--- config.mk ---
export PLATFORM = sky130hd
export DESIGN_NAME = rbd_out_stage
export DESIGN_NICKNAME = d
export VERILOG_FILES = /design/src/rtl/core/rbd_pkg.sv /design/src/rtl/core/rbd_out_stage.sv
export VERILOG_INCLUDE_DIRS = /design/src /design/src/rtl/core
export SDC_FILE = /design/constraint.sdc
export NUM_CORES = 1
export LEC_CHECK = 0
export BUFFER_PORTS_ARGS = -buffer_cell sky130_fd_sc_hd__buf_2
export CAP_MARGIN = 20
export CORE_ASPECT_RATIO = 0.9
export CORE_MARGIN = 4
export CORE_UTILIZATION = 35
export CTS_CLUSTER_DIAMETER = 60
export DETAILED_ROUTE_END_ITERATION = 10
export HOLD_SLACK_MARGIN = 0.12
export PLACE_DENSITY = 0.67
export RECOVER_POWER = 50
export SETUP_SLACK_MARGIN = 0.1
export SYNTH_ARGS = -nofsm -noshare
export SYNTH_HDL_FRONTEND = slang
export SYNTH_SLANG_ARGS = --single-unit
--- constraint.sdc ---
create_clock -name clk -period 2.7 [get_ports clk]
set_clock_uncertainty 0.1 [all_clocks]
set_input_delay 0.135 -clock clk [delete_from_list [all_inputs] [get_ports clk]]
set_output_delay 0.135 -clock clk [all_outputs]
set_load 0.02 [all_outputs]
--- src/rtl/core/raster_bin_2x2_downsample_macros.svh ---
// Assertion macros used by the binning output stage.
`ifndef RASTER_BIN_2X2_DOWNSAMPLE_MACROS_SVH
`define RASTER_BIN_2X2_DOWNSAMPLE_MACROS_SVH

// Same-cycle implication, reset masks the check.
`define RBD_ASSERT_NOW(label, clk, rst_n, ante, cons) \
	label: assert property (@(posedge clk) disable iff (!(rst_n)) (ante) |-> (cons)) \
		else $error("rbd: same-cycle check failed");

// Next-cycle implication, reset masks the check.
`define RBD_ASSERT_NEXT(label, clk, rst_n, ante, cons) \
	label: assert property (@(posedge clk) disable iff (!(rst_n)) (ante) |=> (cons)) \
		else $error("rbd: next-cycle check failed");

`endif

--- src/rtl/core/rbd_pkg.sv ---
// Shared constants and types of the 2x2 raster binning block.
`default_nettype none
package rbd_pkg;

	localparam int MAX_ROW_SAMPLES_DEF = 1024;
	localparam int SAMPLE_BITS_DEF     = 24;

	// configuration register layout
	localparam int CFG_W       = 11;
	localparam int CFG_IDX_W   = 2;
	localparam int ROW_W       = 10;
	localparam logic [CFG_W-1:0] ROW_LIMIT = CFG_W'(1024);
	localparam logic [CFG_W-1:0] DIM_MIN   = CFG_W'(2);

	localparam logic [CFG_IDX_W-1:0] CFG_IDX_SAMPLES_PER_ROW = CFG_IDX_W'(0);
	localparam logic [CFG_IDX_W-1:0] CFG_IDX_ROWS_PER_FRAME  = CFG_IDX_W'(1);

	// per-item control from the raster tracker to the output stages
	typedef struct packed {
		logic result;
		logic row_end;
		logic frame_end;
	} rbd_item_t;

endpackage
`default_nettype wire

--- src/rtl/core/rbd_out_stage.sv ---
// Pair-align stage and output register: adds stored and new pair sums.
`default_nettype none
module rbd_out_stage
	import rbd_pkg::*;
#(
	parameter int SAMPLE_BITS = SAMPLE_BITS_DEF
) (
	input  wire logic                   clk,
	input  wire logic                   arst_n,
	input  wire logic                   take,
	input  wire rbd_item_t              item,
	input  wire logic [SAMPLE_BITS:0]   pair,
	input  wire logic [SAMPLE_BITS:0]   line_pair,
	output logic                        in_ready,
	output logic                        out_valid,
	input  wire logic                   out_ready,
	output logic [SAMPLE_BITS+1:0]      out_binned,
	output logic                        out_row_end,
	output logic                        out_frame_end
);
	`include "raster_bin_2x2_downsample_macros.svh"

	logic                 v_s1;
	logic                 row_end_s1, frame_end_s1;
	logic [SAMPLE_BITS:0] pair_s1;
	logic                 adv;
	logic                 load;

	assign adv      = ~out_valid | out_ready;
	assign in_ready = ~v_s1 | adv;
	assign load     = take & item.result;

	always_ff @(posedge clk or negedge arst_n) begin
		if (!arst_n) begin
			v_s1      <= 1'b0;
			out_valid <= 1'b0;
		end else begin
			if (load) begin
				v_s1 <= 1'b1;
			end else if (adv) begin
				v_s1 <= 1'b0;
			end
			if (adv) begin
				out_valid <= v_s1;
			end
		end
	end

	always_ff @(posedge clk) begin
		if (load) begin
			pair_s1      <= pair;
			row_end_s1   <= item.row_end;
			frame_end_s1 <= item.frame_end;
		end
		if (adv && v_s1) begin
			out_binned    <= {line_pair[SAMPLE_BITS], line_pair}
				+ {pair_s1[SAMPLE_BITS], pair_s1};
			out_row_end   <= row_end_s1;
			out_frame_end <= frame_end_s1;
		end
	end

	`RBD_ASSERT_NOW(a_frame_end_on_row_end, clk, arst_n, out_valid && out_frame_end, out_row_end)
	`RBD_ASSERT_NEXT(a_load_fills_s1, clk, arst_n, load, v_s1)
	`RBD_ASSERT_NEXT(a_s1_moves_out, clk, arst_n, adv && v_s1, out_valid)
endmodule
`default_nettype wire
==> results by group <==
GRT
  – Overflow after GRT: 0
  – Vias in the first global route: 2383
  – First-pass GRT wire length: 11.1 mm
  – Largest net degree at the start of global routing: 29
  – Initial antenna violation count: 0
  – Overall routing resource usage: 13.6%

Worst setup path
  – Setup crit end kind: flop
  – Crit path kind: reg2reg
  – R2r setup slk: 0.23 ns
  – Worst Path Max Fanout: 4
  – Worst Path Arrival: 2.44 ns
  – Critical path launch point type: flop
  – Critical Path RT: between 2 and 3 ns

Detailed routing
  – Final WL: 6.74 mm
  – DR vias/cell: 4.69
  – Final ANT Viol Nets: 0
  – Starting DRC count in detailed routing: 119
  – Via count: 2330
  – Drc violations: 0
  – Wire per inst: 13.6 um
  – Drt pass-1 iters: 4

Timing
  – Setup TNS Final: 0 ns
  – RSZ-0062 raised after global routing: no
  – Highest Clock Rate: 406 MHz
  – Max Slew Vio Count: 0
  – Minimum clock period: approximately 2.5 ns
  – Hold slack final: approximately 0.19 ns
  – Setup ws final: 0.234 ns
  – Final Hold Vio Count: 0
  – Setup violators final: 0
  – Rel. slew slack: 0.658%
  – Fin crit share: 91.3%
  – Worst-margin pin slew: 1.49 ns

Place
  – PortBufs: 86
  – Detailed placement HPWL: 5.10 mm
  – Final Wtd Congestion: approximately 0.87
  – Dpl cells: 447
  – Setup Slack @ Placement: about 0.16 ns
  – Post-DP Area: 3650 um2

Clocking
  – CTS Buf Count: 9
  – CTS sink cnt: between 50 and 60
  – Clock tree buffer depth: 2
  – Clk slew on worst S/H paths: 0.06 ns
  – Worst-Skew Late Latency: 0.33 ns
  – CTS H-tree lvls: 3
  – CTS tree: yes
  – Clk root buf: clkbuf_8

Power
  – Leakage: 1.62 nW
  – Power per cell area: 566 nW/um2
  – Maximum vdd ir drop: 238 uV

Logic synthesis
  – Adder-cell area share of the yosys netlist: 10.8%
  – Mux share of post-synthesis cell area: 0.326%
  – Synth cell types: 48
  – Mapped Cells: around 240
  – EDFF count, synth: 55
  – XOR/XNOR Fraction of Synth Area: 6.28%
  – Syn avg cell area: between 10 and 15 um2
  – Yosys reg bits: 57
  – Post-synthesis sequential area ratio: 55.4%
  – Largest family of logic cells by synthesized area: compound AO/OA/AOI/OAI gates
  – Share of flip-flops with an asynchronous set or reset: 3.51%
  – Main synth FF type: edfxtp_1
  – Simple-gate share of the synthesized area: 8.68%
  – Ys Warns: 0
  – Synth Cell Area: 3070 um2
  – Compound-Gate Fraction of Synth Area: 16.8%
  – Post-synth net total: 325

Final layout
  – Share of cells above drive strength 1: 23.3%
  – Multi-input gate area: 1330 um2
  – Commonest non-fill, non-tap cells in the layout: buf_2, edfxtp_1, dlygate4sd3_1, clkbuf_1, ha_1
  – Nets: about 460
  – Register area: 1700 um2
  – Post-layout instance area: 4120 um2
  – ANT cells: 0
  – Layout fillers: between 800 and 900
  – Layout Cells excl Fill: 497
  – Syn-to-layout area delta: 34.4%
  – Most common cell after layout, fill and taps aside: buf_2

Die
  – Vert. Die Dim: 96.8 um
  – DIE WIDTH: 107 um
  – I/O pin cnt: 87
  – Core Box Area: 8570 um2
  – Die area: ~10000 um2
  – # rows: 32
  – Initial Utilization: between 30% and 40%

Run status
  – Status: completed

Flow run
  – Max-cap viol count: 0

Worst hold path
  – Hold crit path type: in2reg
critical path, cell delays in order (launching register included):
cell      delay, ns
edfxtp_1       0.33
ha_1           0.20
inv_1          0.08
fa_1           0.39
nand2b_1       0.20
a21oi_2        0.21
o211ai_4       0.14
o21bai_1       0.24
a41oi_1        0.17
xnor2_1        0.15
cells in the mapped netlist (2+ instances only):
master / count / area share, %
a21o_1: 2 / 0.49
a21oi_1: 22 / 3.6
a21oi_2: 3 / 0.86
a311oi_2: 2 / 0.98
a31oi_1: 3 / 0.61
a41oi_1: 2 / 0.57
and2_1: 2 / 0.41
dfrtp_1: 2 / 1.6
edfxtp_1: 55 / 54
ha_1: 25 / 10
inv_1: 10 / 1.2
nand2_1: 17 / 2.1
nand2b_1: 6 / 1.2
nand3_1: 6 / 0.98
nand3b_1: 2 / 0.49
nor2_1: 12 / 1.5
nor2b_1: 3 / 0.61
nor3_1: 2 / 0.33
o211ai_1: 4 / 0.98
o21ai_0: 9 / 1.5
o21ai_1: 3 / 0.49
o21ai_2: 2 / 0.57
o21bai_1: 3 / 0.73
xnor2_1: 14 / 4.0
xor2_1: 8 / 2.3
per-stage QoR:
stage	utilization, %	power (mW)
2_1_floorplan	-	1.51
3_3_place_gp	42.7	1.67
3_5_place_dp	42.7	1.68
4_1_cts	48.4	2.37
5_1_grt	48.1	2.47
6_report	48.1	2.33
power by group:
group	internal (mW)	leakage (nW)	switching, mW
sequential	1.08	0.540	0.0214
clock	0.322	0.0819	0.315
combinational	0.247	1.00	0.347
repair_timing:
item                                    in CTS  in global routing
endpoints found under the setup margin       0                  6
endpoints found under the hold margin       32                  0
resized for setup                            0                  3
buffers inserted                             0                  0
hold buffers                                34                  0
per-layer routing:
layer  part of all wire (%)  routed length (um)  up-vias  GRT usage (%)
met5                      0                   0        -              0
met4                    1.6                 110        0           5.31
met3                    5.8                 388        9           4.27
met2                     46                3090       82           20.8
met1                     47                3150     1059           18.1
li1                       -                   -     1180              -
cell families after synthesis:
group / after synthesis
compound gates: 68
buf+inv: 13
flops: 57
fa+ha+maj: 26
xor+xnor: 22
mux: 1
simple gates: 55
final timing paths:
path	depth (start not counted)	end	from
max	9	out_binned[16]	pair_s1[0]
min	3	out_binned[24]	line_pair[24]
max reg2reg	9	out_binned[16]	pair_s1[0]
min reg2reg	0	out_frame_end	frame_end_s1
max in group asynchronous	3	v_s1	arst_n
min in group asynchronous	3	out_valid	arst_n
area by class of cell:
type                            instances  area share [%]
Inverter                               11            1.00
Clock buffer                           11            3.19
Sequential cell                        57            41.3
Multi-Input combinational cell        172            32.3
Tap cell                              119            3.61
Timing Repair Buffer                  122            18.1
Clock inverter                          5           0.546
registers in the layout (all words and copies together), names as in the netlist:
signal,cells
frame_end_s1,1
out_binned,26
out_frame_end,1
out_row_end,1
out_valid,1
pair_s1,25
row_end_s1,1
v_s1,1
Note: power is estimated with default switching activity, not from simulation.
