`src/rtl/core/raster_bin_2x2_downsample_macros.svh`:
```
// Assertion macros used by the binning output stage.
`ifndef RASTER_BIN_2X2_DOWNSAMPLE_MACROS_SVH
`define RASTER_BIN_2X2_DOWNSAMPLE_MACROS_SVH

// Same-cycle implication, reset masks the check.
`define RBD_ASSERT_NOW(label, clk, rst_n, ante, cons) \
	label: assert property (@(posedge clk) disable iff (!(rst_n)) (ante) |-> (cons)) \
		else $error("rbd: same-cycle check failed");

// Next-cycle implication, reset masks the check.
`define RBD_ASSERT_NEXT(label, clk, rst_n, ante, cons) \
	label: assert property (@(posedge clk) disable iff (!(rst_n)) (ante) |=> (cons)) \
		else $error("rbd: next-cycle check failed");

`endif

```
`src/rtl/core/rbd_pkg.sv`:
```
// Shared constants and types of the 2x2 raster binning block.
`default_nettype none
package rbd_pkg;

	localparam int MAX_ROW_SAMPLES_DEF = 1024;
	localparam int SAMPLE_BITS_DEF     = 24;

	// configuration register layout
	localparam int CFG_W       = 11;
	localparam int CFG_IDX_W   = 2;
	localparam int ROW_W       = 10;
	localparam logic [CFG_W-1:0] ROW_LIMIT = CFG_W'(1024);
	localparam logic [CFG_W-1:0] DIM_MIN   = CFG_W'(2);

	localparam logic [CFG_IDX_W-1:0] CFG_IDX_SAMPLES_PER_ROW = CFG_IDX_W'(0);
	localparam logic [CFG_IDX_W-1:0] CFG_IDX_ROWS_PER_FRAME  = CFG_IDX_W'(1);

	// per-item control from the raster tracker to the output stages
	typedef struct packed {
		logic result;
		logic row_end;
		logic frame_end;
	} rbd_item_t;

endpackage
`default_nettype wire

```
`src/rtl/core/rbd_raster_ctrl.sv`:
```
// Config registers, raster counters, held sample and horizontal pair add.
`default_nettype none
module rbd_raster_ctrl
	import rbd_pkg::*;
#(
	parameter int MAX_ROW_SAMPLES = MAX_ROW_SAMPLES_DEF,
	parameter int SAMPLE_BITS     = SAMPLE_BITS_DEF,
	localparam int COL_W  = $clog2(MAX_ROW_SAMPLES),
	localparam int SLOT_W = COL_W - 1
) (
	input  wire logic                   clk,
	input  wire logic                   arst_n,
	input  wire logic                   cfg_wr,
	input  wire logic [CFG_IDX_W-1:0]   cfg_index,
	input  wire logic [CFG_W-1:0]       cfg_data,
	input  wire logic                   take,
	input  wire logic [SAMPLE_BITS-1:0] sample,
	output logic                        wr_en,
	output logic                        rd_en,
	output logic [SLOT_W-1:0]           slot,
	output logic [SAMPLE_BITS:0]        pair,
	output rbd_item_t                   item
);
	localparam int MAXC_W = $clog2(MAX_ROW_SAMPLES + 1);
	localparam int CW     = (MAXC_W > CFG_W) ? MAXC_W : CFG_W;
	localparam logic [CW-1:0] MAX_COLS = CW'(MAX_ROW_SAMPLES);

	logic [CFG_W-1:0]       spr_q, rpf_q;
	logic [COL_W-1:0]       col_q;
	logic [ROW_W-1:0]       row_q;
	logic [SAMPLE_BITS-1:0] held_q;

	logic [CW-1:0]    cols, last_col, col_inc;
	logic [CFG_W-1:0] rows, last_row, row_inc;
	logic             col_wrap, row_wrap;

	always_comb begin
		// out-of-range limits act as the nearest legal value
		if (spr_q < DIM_MIN) begin
			cols = CW'(DIM_MIN);
		end else if (CW'(spr_q) > MAX_COLS) begin
			cols = MAX_COLS;
		end else begin
			cols = CW'(spr_q);
		end
		if (rpf_q < DIM_MIN) begin
			rows = DIM_MIN;
		end else if (rpf_q > ROW_LIMIT) begin
			rows = ROW_LIMIT;
		end else begin
			rows = rpf_q;
		end
		last_col = {cols[CW-1:1], 1'b0} - CW'(1);
		last_row = {rows[CFG_W-1:1], 1'b0} - CFG_W'(1);
		col_inc  = CW'(col_q) + CW'(1);
		row_inc  = CFG_W'(row_q) + CFG_W'(1);
		col_wrap = (col_inc >= cols);
		row_wrap = (row_inc >= rows);
	end

	assign pair = {held_q[SAMPLE_BITS-1], held_q} + {sample[SAMPLE_BITS-1], sample};
	assign slot = col_q[COL_W-1:1];

	assign wr_en = take & col_q[0] & ~row_q[0];
	assign rd_en = take & col_q[0] & row_q[0];

	assign item.result    = col_q[0] & row_q[0];
	assign item.row_end   = (CW'(col_q) == last_col);
	assign item.frame_end = item.row_end & (CFG_W'(row_q) == last_row);

	always_ff @(posedge clk or negedge arst_n) begin
		if (!arst_n) begin
			spr_q  <= CFG_W'(1024);
			rpf_q  <= CFG_W'(1024);
			col_q  <= '0;
			row_q  <= '0;
			held_q <= '0;
		end else begin
			if (cfg_wr) begin
				case (cfg_index)
					CFG_IDX_SAMPLES_PER_ROW: spr_q <= cfg_data;
					CFG_IDX_ROWS_PER_FRAME:  rpf_q <= cfg_data;
					default: ;
				endcase
			end
			if (take) begin
				if (!col_q[0]) begin
					held_q <= sample;
				end
				if (col_wrap) begin
					col_q <= '0;
					row_q <= row_wrap ? '0 : row_inc[ROW_W-1:0];
				end else begin
					col_q <= col_inc[COL_W-1:0];
				end
			end
		end
	end
endmodule
`default_nettype wire

```
`config.mk`:
```
export PLATFORM = sky130hd
export DESIGN_NAME = rbd_raster_ctrl
export DESIGN_NICKNAME = d
export VERILOG_FILES = /design/src/rtl/core/raster_bin_2x2_downsample_macros.svh /design/src/rtl/core/rbd_pkg.sv /design/src/rtl/core/rbd_raster_ctrl.sv
export SDC_FILE = /design/constraint.sdc
export NUM_CORES = 1
export LEC_CHECK = 0
export BUFFER_PORTS_ARGS = -buffer_cell sky130_fd_sc_hd__buf_2
export CAP_MARGIN = 20
export CORE_MARGIN = 2
export CORE_UTILIZATION = 53
export CTS_CLUSTER_DIAMETER = 60
export CTS_CLUSTER_SIZE = 14
export DETAILED_ROUTE_END_ITERATION = 6
export PLACE_DENSITY = 0.87
export REMOVE_ABC_BUFFERS = 1
export SLEW_MARGIN = 10
export SYNTH_ARGS = -nofsm -noshare
export SYNTH_HDL_FRONTEND = slang
export SYNTH_SLANG_ARGS = --single-unit
export TNS_END_PERCENT = 10
```
`constraint.sdc`:
```
create_clock -name clk -period 3.2 [get_ports clk]
set_input_delay 0.64 -clock clk [delete_from_list [all_inputs] [get_ports clk]]
set_output_delay 0.64 -clock clk [all_outputs]
set_load 0.1 [all_outputs]
```
==> flow_metrics.py, run 1 <==
metrics = {
    "floorplanning": {
        "die_height_um": 104,
        "die_area_um2": 10700,
        "rows": 36,
        "core_um2": 9680,
        "fp.dieW_um": 104,
        "start_util_pct": 54.2,
        "ios": 80,
    },
    "worst_setup_path": {
        "worstPathCellList": "or4_4, nor4_4, o21ai_2, ha_4, buf_6, nand2_2, mux2i_1, a22o_1, xnor2_1, or4_4, nor4b_4, buf_4, buf_12",
        "required_ns": 2.56,
        "path_delay_family": "simple AND/OR/NAND/NOR gates",
        "critPathMaxStageDelay_ns": 0.56,
        "arrival_ns": 3.48,
        "critical_path.max_fanout": 4,
        "crit_buf_inv": 3,
        "cp_slowest_cell": "or4_4",
        "critPathKind": "reg -> out",
        "start_kind": "register",
        "cp-end-kind": "output pin",
        "crit_path_frequent_cell": "or4_4",
    },
    "sta": {
        "setup_tns_ns": -4.10,
        "final.min_clock_period_ns": 4.12,
        "fmax_mhz": 242,
        "tightestPinTransition_ns": 0.785,
        "timing.final.ws_setup_ns": -0.925,
        "finalSetupViolCount": 14,
        "skew_ns": 0.0124,
        "hold_viol": 0,
        "report.final.slew_viol_count": 0,
        "slew-limit-headroom_pct": 47.7,
        "rsz0062_at_grt": "true",
        "post-route-period-util_pct": 129,
    },
    "synth": {
        "avgSynthCellArea_um2": 9.37,
        "synth_cell_types": 64,
        "ys_warn_count": 0,
        "synth-seq-cells": 66,
        "syn_area_um2": 5250,
        "synthArstFlopShare_pct": 100,
        "synth-edff-count": 0,
        "synthesis.instances": 560,
        "ys.flop_type": "dfrtp_1",
        "ys_seq_area_share_pct": 31.5,
    },
    "global_route": {
        "grt_antenna_before_repair": 0,
        "grt_pass1_vias": 5334,
        "grt-ovfl-total": 0,
        "grt.total_usage_pct": 28.1,
        "grt_max_degree": 36,
        "grt_pass1_wl_um": 24800,
    },
    "layout": {
        "antennaDiodeCount": 0,
        "area_delta_synth_final_pct": 37.2,
        "fin_nets": 807,
        "final_core_utilization_pct": 74.4,
        "final_common_cell": "buf_4",
        "final_cell_mix": "buf_4, dfrtp_1, nand2_1",
        "drive_above_1_share_pct": 38.1,
    },
    "routing": {
        "drt_wl_total_um": 15200,
        "drt-pass1-iter-count": 5,
        "drc": 0,
        "drt_iter0_markers": 369,
        "num_vias": 5125,
        "wl_per_cell_um": 17.8,
        "viasPerCell": 6.01,
        "drtAntennaViolNets": 0,
    },
    "clock_tree": {
        "hold_buffers": 0,
        "clk_latency_ns": 0.35,
        "clk_pin_slew_ns": 0.08,
        "root_buffer": "clkbuf_8",
        "h-tree-depth": 3,
        "cts_tree": "done",
        "cts_buffers": 9,
        "clock_sinks": 66,
        "cts_buffer_depth": 2,
    },
    "place": {
        "place_congestion": 0.922,
        "dpl_worst_slack_ns": -0.667,
        "io_buffers": 79,
        "hpwl_um": 10900,
    },
    "status": {
        "violations": "negative setup slack",
        "outcome": "complete, but fails checks",
    },
    "job": {
        "cap_viol_max_count": 0,
    },
    "min_path": {
        "holdCritPathClass": "in -> async",
    },
}
cell type report:
type                    instances  area [um^2]
repair buffers                170         1430
clock inverters                 6          113
multi-input cells             448         3630
clock buffers                  10          138
flip-flops and latches         66         1650
fillers                       617         2480
inverters                      20         75.1
well taps                     133          166
routing by layer:
layer	up-vias	global-route usage [%]	part of all wire (%)
li1	2354	-	-
met1	2479	31.7	38
met2	244	52.3	53
met3	48	5.92	6.2
met4	0	9.65	2.7
met5	-	0	0
path summary, 6_finish.rpt:
kind | startpoint | endpoint | slack, ns | cells after the start
worst max register to register | rpf_q[5]$_DFFE_PN0P_ | row_q[6]$_DFFE_PN0P_ | 0.08 | 12
worst min-delay path | arst_n | row_q[2]$_DFFE_PN0P_ | 0.37 | 1
max in group asynchronous | arst_n | rpf_q[10]$_DFFE_PN1P_ | 1.99 | 2
min in group clk | held_q[14]$_DFFE_PN0P_ | held_q[14]$_DFFE_PN0P_ | 0.51 | 1
worst min register to register | held_q[14]$_DFFE_PN0P_ | held_q[14]$_DFFE_PN0P_ | 0.51 | 1
worst max-delay path | rpf_q[5]$_DFFE_PN0P_ | item[0] | -0.92 | 13
flip-flops by register name (all words and copies together), names as in the netlist:
signal / count
spr_q: 11
row_q: 10
rpf_q: 11
col_q: 10
held_q: 24
through the flow:
step	cells	instance area, um^2	hold WS, ns
floorplan	534	5110	0.344
global placement	831	6660	0.492
detailed placement	831	6660	0.501
CTS	860	7160	0.386
global route	853	7200	0.418
finish	853	7200	0.368
synthesized netlist by cell type, types with 9 or more instances:
cell      number  area (um^2)
nand2b_1      13         81.3
nor2_1        18         67.6
nand4_1       10         62.6
o21ai_0       24          120
nor3_1        13         65.1
inv_1         18         67.6
ha_1          50          626
a21o_1        17          128
buf_4          9         67.6
nand2_1       60          225
xor2_1        14          123
xnor2_1       38          333
a21oi_1       23          115
mux2_2        42          473
nand3_1       17         85.1
dfrtp_1       64         1600
and3_1        13         81.3
clkbuf_1      15         56.3
logic make-up (layout without fill, tap and decap cells):
group / count (synthesis) / after routing / share of synthesized area [%]
simple gates: 169 / 169 / 17.0
compound gates: 131 / 131 / 16.9
fa+ha+maj: 51 / 51 / 12.3
buf+inv: 46 / 206 / 3.98
mux: 45 / 45 / 9.59
xor+xnor: 52 / 52 / 8.68
flops: 66 / 66 / 31.5
worst register-to-register path, cell delays in order (launching register included):
cell and delay, ns:
dfrtp_1 0.40, or4_4 0.56, nor4_4 0.18, buf_4 0.18, nor3b_2 0.05, ha_1 0.27, nand2b_4 0.13, a21o_1 0.19
a211oi_2 0.21, o211ai_1 0.14, a221oi_2 0.32, nand3_2 0.21, o22ai_1 0.20
timing repair:
action / in CTS / in global routing
setup buffers: 13 / 3
resized for setup: 26 / 16
setup endpoints to repair: 16 / 28
pin swaps: 21 / 10
cloned: 0 / 0
Power of run 1 is left out: the tool's default activity adds up to more than one toggle a clock period on the data nets, which glitch-free logic cannot reach.
==> run 2: changes to the inputs <==
==> constraint.sdc (replaced) <==
create_clock -name clk -period 3.2 [get_ports clk]
set_input_delay 0.48 -clock clk [delete_from_list [all_inputs] [get_ports clk]]
set_output_delay 0.48 -clock clk [all_outputs]
set_load 0.1 [all_outputs]
==> run 2 against run 1 <==
The flow still finishes with violations (negative setup slack). Critical path depth decreased by 2. Register-to-register slack worse by 0.09 ns. Clock skew fell by 0.0035 ns. Maximum frequency rose by 5.5%. Sequential share of layout area grew 1.3 points. Hold slack worse by 0.14 ns. Utilization fell by 3.8 points. First-iteration DRC count down 15%. Global-route usage decreased by 2.0 points. Die area did not move. Critical endpoint unchanged.
==> flow_metrics.py, run 2 (synthesized netlist as in run 1, its figures left out) <==
metrics = {
    "status": {
        "outcome": "complete, but fails checks",
        "violations": "negative setup slack",
    },
    "routing": {
        "drt_iter0_markers": 315,
        "viasPerCell": 5.94,
        "drtAntennaViolNets": 0,
        "num_vias": 4944,
        "drt-pass1-iter-count": 6,
        "wl_per_cell_um": 16.9,
        "drc": 0,
        "drt_wl_total_um": 14100,
    },
    "clock_tree": {
        "clk_pin_slew_ns": 0.08,
        "hold_buffers": 0,
        "cts_tree": "done",
        "cts_buffers": 9,
        "h-tree-depth": 3,
        "root_buffer": "clkbuf_8",
        "clk_latency_ns": 0.36,
        "clock_sinks": 66,
        "cts_buffer_depth": 2,
    },
    "place": {
        "io_buffers": 79,
        "place_congestion": 0.967,
        "post_dp_cell_area_um2": 6430,
        "hpwl_um": 10400,
    },
    "worst_setup_path": {
        "cp_slowest_cell": "or4_4",
        "arrival_ns": 3.43,
        "critical_path.max_fanout": 5,
        "required_ns": 2.72,
        "path_delay_family": "simple AND/OR/NAND/NOR gates",
        "cp-end-kind": "output pin",
        "worstPathCellList": "or4_4, nor4_4, o21ai_2, ha_4, xnor2_1, xnor2_1, nand4_1, or4_4, nor4b_4, buf_4, buf_12",
        "critPathMaxStageDelay_ns": 0.56,
        "crit_buf_inv": 2,
        "critPathKind": "reg -> out",
        "start_kind": "register",
    },
    "layout": {
        "fin_nets": 787,
        "largest-register": "held_q",
        "drive_above_1_share_pct": 35.0,
        "reg.largest.list": "held_q (24), rpf_q (11), spr_q (11)",
        "finish.instance_area_um2": 6830,
        "final_common_cell": "buf_4",
        "area_delta_synth_final_pct": 30.1,
        "final_cell_mix": "buf_4, dfrtp_1, buf_2",
        "largest_register_ff_count": 24,
        "antennaDiodeCount": 0,
    },
    "sta": {
        "rsz0062_at_grt": "true",
        "fmax_mhz": 256,
        "report.final.slew_viol_count": 0,
        "final.min_clock_period_ns": 3.91,
        "timing.hold.ws_ns": 0.226,
        "timing.final.ws_setup_ns": -0.711,
        "setup_tns_ns": -2.21,
        "slew-limit-headroom_pct": 41.6,
        "post-route-period-util_pct": 122,
        "skew_ns": 0.00882,
        "hold_viol": 0,
        "tightestPinTransition_ns": 0.876,
        "finalSetupViolCount": 11,
    },
    "floorplanning": {
        "start_util_pct": 54.2,
        "ios": 80,
        "rows": 36,
        "die_height_um": 104,
        "core_um2": 9680,
        "fp.dieW_um": 104,
        "die_area_um2": 10700,
    },
    "global_route": {
        "grt.total_usage_pct": 26.0,
        "grt_max_degree": 40,
        "grt_pass1_vias": 5083,
        "grt_pass1_wl_um": 23100,
        "grt-ovfl-total": 0,
        "grt_antenna_before_repair": 0,
    },
    "min_path": {
        "holdCritPathClass": "in -> async",
    },
    "job": {
        "cap_viol_max_count": 0,
    },
}
-- run 2: area by class of cell --
| type | count | area [um^2] |
|---|---|---|
| Inverter | 20 | 75.1 |
| Timing Repair Buffer | 150 | 1180 |
| Multi-Input combinational cell | 448 | 3540 |
| Tap cell | 133 | 166 |
| Fill cell | 658 | 2860 |
| Clock inverter | 5 | 60.1 |
| Sequential cell | 66 | 1650 |
| Clock buffer | 11 | 151 |
-- run 2: final timing paths --
| path | start | end | slack, ns | cells after the start |
|---|---|---|---|---|
| min in group clk | cfg_data[10] | spr_q[10]$_DFFE_PN1P_ | 0.36 | 3 |
| setup reg to reg | rpf_q[7]$_DFFE_PN0P_ | row_q[6]$_DFFE_PN0P_ | -0.01 | 14 |
| hold / removal | arst_n | held_q[23]$_DFFE_PN0P_ | 0.23 | 1 |
| max in group asynchronous | arst_n | held_q[13]$_DFFE_PN0P_ | 2.20 | 2 |
| setup / recovery | rpf_q[7]$_DFFE_PN0P_ | item[0] | -0.71 | 11 |
| hold reg to reg | held_q[16]$_DFFE_PN0P_ | held_q[16]$_DFFE_PN0P_ | 0.51 | 1 |
-- run 2: per-layer routing --
metal / wire length, um / vias up / track usage, %
met1: 5640 / 2377 / 29.7
met2: 6950 / 184 / 46.8
li1: - / 2316 / -
met4: 623 / 0 / 10.2
met3: 866 / 67 / 6.48
met5: 0 / - / 0
-- run 2: stage by stage --
step,utilization (%),worst slack (ns),cells
floorplan,-,-2.13,534
global placement,66.4,-0.374,814
detailed placement,66.4,-0.492,814
CTS,69.7,-0.666,831
global route,70.5,-0.790,833
finish,70.5,-0.711,833
-- run 2: repair_timing --
item | in CTS | in global routing
pin swaps | 8 | 13
resized for setup | 17 | 17
endpoints found under the setup margin | 18 | 28
setup buffers | 1 | 3
Power of run 2 is left out for the same reason.
==> run 3: changes to the inputs <==
- CELL_PAD_IN_SITES_DETAIL_PLACEMENT: unset -> 2
- CELL_PAD_IN_SITES_GLOBAL_PLACEMENT: unset -> 2
- CORE_ASPECT_RATIO: unset -> 0.7
- CORE_UTILIZATION: 53 -> 33
- SLEW_MARGIN: 10 -> 20
==> run 3 against run 2 <==
The run still ends with negative setup slack left. Wire length rose by 110%. Critical endpoint unchanged. Cell count rose by 11%. Cell area rose by 8.5%. Via count rose by 17%. Largest cell class unchanged.
==> flow_metrics.py, run 3 (synthesized netlist as in run 1, its figures left out) <==
metrics = {
    "min_path": {
        "min_path_cells": 2,
        "hold-path-endpoint": "held_q[5]$_DFFE_PN0P_",
        "holdCritPathClass": "in -> reg",
        "hold_start": "sample[5]",
    },
    "worst_setup_path": {
        "timing.rr.end": "row_q[0]$_DFFE_PN0P_",
        "required_ns": 2.72,
        "reg2reg_depth": 12,
        "critPathKind": "reg -> out",
        "arrival_ns": 3.55,
        "start_kind": "register",
        "crit_start": "rpf_q[4]$_DFFE_PN0P_",
        "r2r-start": "row_q[2]$_DFFE_PN0P_",
        "critical_path.max_fanout": 4,
        "cp-end-kind": "output pin",
        "r2r_slack_ns": -0.56,
    },
    "layout": {
        "reg.largest.list": "held_q (24), rpf_q (11), spr_q (11)",
        "layout.cells.non_filler": 926,
        "fin_nets": 812,
        "area_delta_synth_final_pct": 41.2,
        "largest-register": "held_q",
        "n_fill_cell": 1585,
        "drive_above_1_share_pct": 40.7,
        "final_common_cell": "buf_4",
        "final_cell_mix": "buf_4, dfrtp_1, nand2_1, buf_2, ha_1",
        "largest_register_ff_count": 24,
    },
    "sta": {
        "slew-limit-headroom_pct": 46.0,
        "finalSetupViolCount": 30,
        "rsz0062_at_grt": "true",
        "report.final.slew_viol_count": 0,
        "final.min_clock_period_ns": 4.03,
        "tightestPinTransition_ns": 0.803,
        "post-route-period-util_pct": 126,
        "hold_viol": 0,
        "timing.final.ws_setup_ns": -0.835,
        "setup_tns_ns": -11.52,
        "fmax_mhz": 248,
        "skew_ns": 0.0106,
    },
    "global_route": {
        "grt_pass1_wl_um": 41700,
        "grt-ovfl-total": 0,
        "grt_max_degree": 60,
        "grt_antenna_before_repair": 1,
        "grt_pass1_vias": 6435,
        "grt.total_usage_pct": 33.9,
    },
    "place": {
        "place_congestion": 0.881,
        "place_inst": 899,
        "hpwl_um": 17200,
        "io_buffers": 79,
    },
    "floorplanning": {
        "rows": 38,
        "start_util_pct": 33.8,
        "die_area_um2": 16900,
        "die_height_um": 110,
        "fp.dieW_um": 155,
        "ios": 80,
        "core_um2": 15500,
    },
    "clock_tree": {
        "root_buffer": "clkbuf_16",
        "h-tree-depth": 3,
        "cts_buffers": 9,
        "cts_tree": "done",
        "clock_sinks": 66,
        "clk_latency_ns": 0.37,
        "cts_buffer_depth": 2,
        "clk_pin_slew_ns": 0.06,
    },
    "job": {
        "cap_viol_max_count": 0,
    },
    "routing": {
        "viasPerCell": 6.23,
        "drt-pass1-iter-count": 5,
        "num_vias": 5766,
        "drtAntennaViolNets": 0,
        "wl_per_cell_um": 31.9,
        "drt_wl_total_um": 29500,
        "drt_iter0_markers": 433,
        "drc": 0,
    },
    "pwr": {
        "power_density_nw_per_um2": 1310,
        "vdd_drop_max_mv": 0.788,
        "p_leak_nw": 3.45,
    },
    "status": {
        "outcome": "complete, but fails checks",
        "violations": "negative setup slack",
    },
}
run 3: cell count changes in the layout (fill, tap and decap cells not counted), sizes merged:
cell | previous run | this run
buf | 148 | 173
clkbuf | 13 | 11
clkinv | 2 | 4
diode | 0 | 1
dlygate4sd3 | 0 | 1
inv | 21 | 20
run 3: worst max path at each step:
| stage | end | slack, ns | depth (start not counted) |
|---|---|---|---|
| 3_3_place_gp | item[0] | -0.35 | 12 |
| 4_1_cts | item[0] | -0.75 | 12 |
| 5_1_grt | item[0] | -0.90 | 12 |
| 6_report | item[0] | -0.83 | 12 |
| 3_5_place_dp | item[0] | -0.60 | 12 |
| 2_1_floorplan | item[0] | -2.13 | 11 |
run 3: metal layers:
metal	GRT usage, %	up-vias	wire length [um]
met5	0	-	0
met4	20.2	0	2030
met3	8.00	163	1880
met2	59.3	341	14400
met1	38.3	2913	11200
li1	-	2349	-
run 3: cell type report:
type,count,area (um^2),area share (%)
diodes,1,2.50,0.0338
clock buffers,10,239,3.23
clock inverters,6,65.1,0.878
inverters,20,75.1,1.01
multi-input cells,448,3710,50.1
flip-flops and latches,66,1650,22.3
well taps,200,250,3.38
repair buffers,175,1410,19.1
run 3: worst max-delay path, stage by stage (launching register included):
cell     delay, ns
dfrtp_1       0.40
or4_4         0.57
nor4_4        0.21
o21ai_2       0.14
ha_4          0.20
nand3_1       0.09
o21ai_1       0.09
a22o_1        0.24
xnor2_2       0.15
or4_4         0.55
nor4b_4       0.22
buf_4         0.16
buf_12        0.16
run 3: repair_timing:
action	CTS	global route
endpoints found under the hold margin	7	0
setup buffers	11	2
hold buffers	1	0
resized for setup	36	30
endpoints found under the setup margin	29	35
pin swaps	17	10
run 3: power breakdown:
group / total [mW] / switching [mW] / internal, mW
combinational: 7.34 / 4.90 / 2.45
sequential: 1.31 / 0.248 / 1.07
clock: 1.08 / 0.454 / 0.626
run 3: through the flow:
step	power [mW]	setup WS [ns]	utilization (%)	hold WS (ns)	instance area, um^2
after floorplan	5.41	-2.13	-	0.184	5110
after global placement	7.31	-0.348	43.0	0.346	6690
after detailed placement	7.75	-0.597	43.0	0.347	6690
after CTS	9.18	-0.752	46.7	0.376	7260
after global routing	9.97	-0.904	47.7	0.383	7410
final	9.74	-0.835	47.7	0.369	7410
Note: power is estimated with default switching activity, not from simulation.
